==> config.mk <==
export PLATFORM = sky130hd
export DESIGN_NAME = bvte_front
export DESIGN_NICKNAME = d
export VERILOG_FILES = /design/src/hw/rtl/bvte_pkg.sv /design/src/hw/rtl/bvte_front.sv
export SDC_FILE = /design/constraint.sdc
export NUM_CORES = 1
export LEC_CHECK = 0
export ABC_AREA = 1
export CELL_PAD_IN_SITES_DETAIL_PLACEMENT = 1
export CELL_PAD_IN_SITES_GLOBAL_PLACEMENT = 2
export CORE_MARGIN = 1.5
export CORE_UTILIZATION = 45
export CTS_CLUSTER_DIAMETER = 60
export DETAILED_ROUTE_END_ITERATION = 12
export DONT_BUFFER_PORTS = 1
export GPL_TIMING_DRIVEN = 0
export PLACE_DENSITY_LB_ADDON = 0.12
export SLEW_MARGIN = 20
export SYNTH_ARGS = -nofsm -noshare
export SYNTH_HDL_FRONTEND = slang
export SYNTH_SLANG_ARGS = --single-unit
==> constraint.sdc <==
create_clock -name clock -period 3.4 [get_ports clock]
set_input_delay 0.51 -clock clock [delete_from_list [all_inputs] [get_ports clock]]
set_output_delay 0.51 -clock clock [all_outputs]
set_load 0.02 [all_outputs]
==> src/hw/rtl/bvte_pkg.sv <==
// Shared types and constants for the bounded vector table engine.
package bvte_pkg;

   localparam int WORD_W      = 32;
   localparam int POS_W       = 8;
   localparam int FOUND_W     = 8;
   localparam int FILL_OUT_W  = 9;
   localparam int EXT_W       = 17;
   localparam int QUEUE_DEPTH = 2;
   localparam int QPTR_W      = 1;
   localparam int QCNT_W      = 2;

   typedef enum logic [2:0] {
      CMD_INIT   = 3'd0,
      CMD_PUSH   = 3'd1,
      CMD_GET    = 3'd2,
      CMD_SET    = 3'd3,
      CMD_NEXT   = 3'd4,
      CMD_FIND   = 3'd5,
      CMD_SUM    = 3'd6,
      CMD_REWIND = 3'd7
   } cmd_type;

   typedef enum logic [1:0] {
      ST_OK   = 2'd0,
      ST_MISS = 2'd1,
      ST_FULL = 2'd2
   } status_type;

   typedef enum logic [1:0] {
      BK_IDLE = 2'd0,
      BK_READ = 2'd1,
      BK_SCAN = 2'd2
   } back_state_type;

   typedef struct packed {
      cmd_type                   cmd;
      logic [POS_W-1:0]          pos;
      logic signed [WORD_W-1:0]  word;
   } req_item_type;

   typedef struct packed {
      logic         valid;
      req_item_type item;
   } queue_head_type;

endpackage

==> src/hw/rtl/bvte_front.sv <==
// Front end: accepts command transactions and holds them in a short queue.
module bvte_front
   import bvte_pkg::*;
(
   input  logic                      clock,
   input  logic                      reset,
   input  logic                      start,
   output logic                      busy,
   input  logic [2:0]                req_command,
   input  logic [POS_W-1:0]          req_position,
   input  logic signed [WORD_W-1:0]  req_word,
   output queue_head_type            head,
   input  logic                      pop
);

   req_item_type      slot_ff [QUEUE_DEPTH];
   logic [QPTR_W-1:0] wr_ptr_ff, wr_ptr_in;
   logic [QPTR_W-1:0] rd_ptr_ff, rd_ptr_in;
   logic [QCNT_W-1:0] count_ff, count_in;
   logic              accept;
   req_item_type      item_in;

   assign busy         = (count_ff == QCNT_W'(QUEUE_DEPTH));
   assign accept       = start && !busy;
   assign item_in.cmd  = cmd_type'(req_command);
   assign item_in.pos  = req_position;
   assign item_in.word = req_word;
   assign head.valid   = (count_ff != '0);
   assign head.item    = slot_ff[rd_ptr_ff];

   always_comb begin
      wr_ptr_in = accept ? wr_ptr_ff + 1'b1 : wr_ptr_ff;
      rd_ptr_in = pop ? rd_ptr_ff + 1'b1 : rd_ptr_ff;
      count_in  = count_ff;
      if (accept && !pop) begin
         count_in = count_ff + 1'b1;
      end else if (pop && !accept) begin
         count_in = count_ff - 1'b1;
      end
   end

   always_ff @(posedge clock) begin
      if (reset) begin
         wr_ptr_ff <= '0;
         rd_ptr_ff <= '0;
         count_ff  <= '0;
      end else begin
         wr_ptr_ff <= wr_ptr_in;
         rd_ptr_ff <= rd_ptr_in;
         count_ff  <= count_in;
      end
   end

   always_ff @(posedge clock) begin
      if (accept) begin
         slot_ff[wr_ptr_ff] <= item_in;
      end
   end

`ifndef SYNTHESIS
   a_pop_nonempty: assert property (@(posedge clock) disable iff (reset)
      pop |-> count_ff != '0)
      else $error("queue popped while empty");
   a_count_bound: assert property (@(posedge clock) disable iff (reset)
      count_ff <= QCNT_W'(QUEUE_DEPTH))
      else $error("queue count beyond depth");
`endif

endmodule

# --- Word level (Yosys, flattened, before mapping) ---
# Memory sizes are Yosys's and may differ from the RTL's. A register that Yosys moved wholly into a read port is not among the register bits.
# Cells that the tools add are included.
word_totals:
  register_bits: 4
  ramBits: 86
  in_bits: 47
  out_inout_bits: 45
  word_cells: 23
  n_memories: 1
memory_table:
  columns: ["memory", "words", "width", "rd", "rd_clocked_by_memory_dff", "write_ports", "line_no", "source"]
  rows:
  - ["slot_ff", 2, 43, 1, 1, 1, "bvte_front.sv:16", "req_item_type slot_ff [QUEUE_DEPTH];"]
op_classes:
  n_addsub: 4
  n_eq_ne: 1
  n_mux: 6
  n_reduce_logical: 8
op_table:
  columns: ["op", "count"]
  rows:
  - ["$mux 1", 4]
  - ["$mux 2", 2]
  - ["$reduce_bool 2->1", 2]
  - ["$logic_and 1x1->1", 3]
  - ["$logic_not 1->1", 3]
  - ["$add 1x1->1 const B", 2]
  - ["$add 2x1->2 const B", 1]
  - ["$eq 2x2->1 const B", 1]
  - ["$sub 2x1->2 const B", 1]

# --- Depth between registers and ports, before layout ---
logic_depth:
  depth_word: 7
  ltp_mapped: 10
  ltp_nobuf: 10

# --- Worst setup path after synthesis ---
# Ideal clock, no wire load.
synth_path:
  path_kind: "input -> register"
  from: "in start"
  to: "mem slot_ff[1][0] (netlist bit), enable pin"
  setup_ns: 0.443
  arrival_ns: 2.384
  required_time_ns: 2.957
  slack_ns: 0.572
  path_stages: 2
  path_buffers: 0
  cell_sequence: "o21ai_2 > nor2_1"
synth_between:
  elab_chain_len: 3
synth_lines:
  columns: ["element", "line_no", "source"]
  rows:
  - ["start, declared", "bvte_front.sv:7", "input logic start,"]
  - ["$logic_and 1x1->1", "bvte_front.sv:24", "assign accept = start && !busy;"]
  - ["$mux 1", "bvte_front.sv:55", "if (accept) begin"]
  - ["$mux 1 (not written as such)", "bvte_front.sv:56", "slot_ff[wr_ptr_ff] <= item_in;"]
  - ["end, declared", "bvte_front.sv:16", null]
# Every way passes these cells.

==> impl_metrics.env <==
export IMPL_grt_pass1_wl_mm=8.335
export IMPL_yosys_area_top_type="edfxtp_1"
export IMPL_routedWlPerCell_um=19.13
export IMPL_syn_area_mm2=0.003547
export IMPL_die_area_mm2=0.008424
export IMPL_slowest_stage="mux2_4"
export IMPL_core_area_mm2=0.007687
export IMPL_vias=1441
export IMPL_grt_start_max_net_pins=25
export IMPL_firstDrtPassIters=4
export IMPL_hp_start="reset"
export IMPL_yosys_warnings=0
export IMPL_multi_input_area_um2=754.5
export IMPL_vdd_ir_drop_worst_mv=0.2836
export IMPL_gp_congestion=0.6406
export IMPL_crit_path_cell_trace="buf_6 > buf_12 > mux2_4"
export IMPL_diodes=0
export IMPL_worstSetupPathType="reg2out"
export IMPL_placementRows=32
export IMPL_min_path_cells=1
export IMPL_rsz0062_at_grt="no"
export IMPL_die_y_um=91.79
export IMPL_gr_total_overflow=0
export IMPL_regArea_mm2=0.002683
export IMPL_syn_area_per_cell_um2=20.99
export IMPL_first_global_vias=1538
export IMPL_crit_arrival_ns=1.34
export IMPL_detail_route_iter0_violations=78
export IMPL_worst_slew_pin_slew_ns=0.6938
export IMPL_start_util=0.4614
export IMPL_seq_area_frac_synth=0.7563
export IMPL_antenna_left=0
export IMPL_antenna_found_initial=0
export IMPL_end_kind="output port"
export IMPL_max_cap_violations=0
export IMPL_cp_depth=3
export IMPL_nets=231
export IMPL_grtUsageTotal=0.1389
export IMPL_final_layout_size_suffix_gt1_frac=0.3511
export IMPL_io_buffers=0
export IMPL_cts_hold_fix_buffers=0
export IMPL_hold_path_class="in2reg"
export IMPL_place_inst=274
export IMPL_tritoncts="yes"
export IMPL_cts_post_setup_buffers_inserted=0
export IMPL_nFillCells=697
export IMPL_reg2reg_depth=4
export IMPL_critPathMaxFanout=10
export IMPL_synth_top_area_share=0.7280
export IMPL_clk_insertion_delay_late_ns=0.34
export IMPL_htreeDepth=3
export IMPL_clk_pin_slew_ns=0.07
export IMPL_fp_dieW_um=91.79
export IMPL_finalCritPeriodShare=0.5449
export IMPL_final_cells=290
export IMPL_root_buffer="clkbuf_8"
export IMPL_ys_types=16
export IMPL_wirelength_mm=5.549
export IMPL_critical_path_required_ns=2.89
export IMPL_synth_top_cells_by_area="edfxtp_1 73%, mux2_4 17%, dfxtp_1 2.8%, buf_12 2.3%, inv_1 0.95%"
export IMPL_p_leak_nw=1.420
export IMPL_worst_clock_skew_ns=0.009164
export IMPL_path_delay_family="multiplexers"
export IMPL_hold_viol=0
export IMPL_regToRegStartpoint="count_ff[1]$_SDFFE_PP0P_"
export IMPL_status="finished, final reports clean"
export IMPL_area_delta_synth_final_pct=11.85
export IMPL_dp_hpwl_mm=3.935
export IMPL_final_util=0.5161
export IMPL_ys_seq_elements=91
export IMPL_cts_sinks=91
export IMPL_maxSlewViolCount=0
export IMPL_io_pins=92
export IMPL_critPathMaxStageDelay_ns=0.35
export IMPL_final_common_cell="edfxtp_1"
export IMPL_final_cell_mix="86 x edfxtp_1, 40 x mux2_4, 9 x inv_1, 9 x clkbuf_8, 6 x nor2_1"
export IMPL_synthCells=169
export IMPL_setup_violations=0
export IMPL_critPathBufInv=2
export IMPL_start_kind="register"
export IMPL_drc=0
export IMPL_cts_made_buffers=9
export IMPL_cts_resized=0
export IMPL_cts_max_path_buffers=2
export IMPL_viasPerCell=4.969
export IMPL_syn_nets=217
export IMPL_powerDensity_mw_per_mm2=626.7
export IMPL_slew_headroom=0.5364
export IMPL_max_freq_mhz=539.8
export IMPL_period_needed_ns=1.853
==> cell type report <==
class,instances,share of cell area
clock buffers,10,0.03217
flip-flops and latches,91,0.6761
multi-input cells,64,0.1902
plain buffers,5,0.02302
inverters,9,0.008515
well taps,102,0.03217
repair buffers,3,0.01766
clock inverters,6,0.02018
==> Yosys cell counts <==
cell type and count:
edfxtp_1 86, dfxtp_1 5, buf_12 4, o21ai_2 1, mux2_4 40, nand2_1 5
a21oi_1 1, nand3_1 1, xnor2_1 1, inv_1 9, o21ai_0 2, nand4_1 1
mux2_2 3, nor2_1 8, buf_6 1, ha_1 1
==> kinds of logic after synthesis <==
kind of cell,Yosys count,share of synthesized area
flops,91,0.7563
mux,43,0.1788
simple gates,15,0.01693
buf+inv,14,0.03527
compound gates,4,0.006701
xor+xnor,1,0.002470
fa+ha+maj,1,0.003527
==> power by group <==
part           internal (W)  total (W)  leakage, nW  switching [W]
sequential          0.00133    0.00136        0.843      0.0000258
clock              0.000408   0.000748        0.103       0.000340
combinational      0.000156   0.000380        0.474       0.000225
==> path summary, 6_finish.rpt <==
kind | endpoint | slack, ns
setup / recovery | head[40] | 1.55
hold / removal | rd_ptr_ff$_SDFFE_PP0P_ | 0.24
setup reg to reg | slot_ff[0][11]$_DFFE_PP_ | 1.71
hold reg to reg | rd_ptr_ff$_SDFFE_PP0P_ | 0.53
==> layer usage <==
layer	vias up	global-route usage	part of all wire
met1	722	0.1493	0.38
met4	0	0.05000	0.0056
met2	51	0.2382	0.53
li1	666	-	-
met3	2	0.06633	0.088
met5	-	0	0
==> registers in the layout (all words and copies together) (netlist names), named ones only <==
| signal | count |
|---|---|
| count_ff | 2 |
| rd_ptr_ff | 1 |
| slot_ff | 86 |
| wr_ptr_ff | 1 |
==> through the flow <==
| stage | total power (W) | setup slack (ns) | cell area (um2) | hold slack, ns | setup TNS [ns] |
|---|---|---|---|---|---|
| global placement | 0.001741 | -0.2589 | 3675 | 0.4887 | -21.91 |
| detailed placement | 0.001773 | 1.639 | 3760 | 0.5120 | 0 |
| global route | 0.002579 | 1.489 | 3968 | 0.2174 | 0 |
| finish | 0.002486 | 1.547 | 3968 | 0.2383 | 0 |
| CTS | 0.002519 | 1.516 | 3968 | 0.2201 | 0 |
| floorplan | 0.001697 | 0.5724 | 3547 | 0.4753 | 0 |
Power figures use the tool's default switching activity.
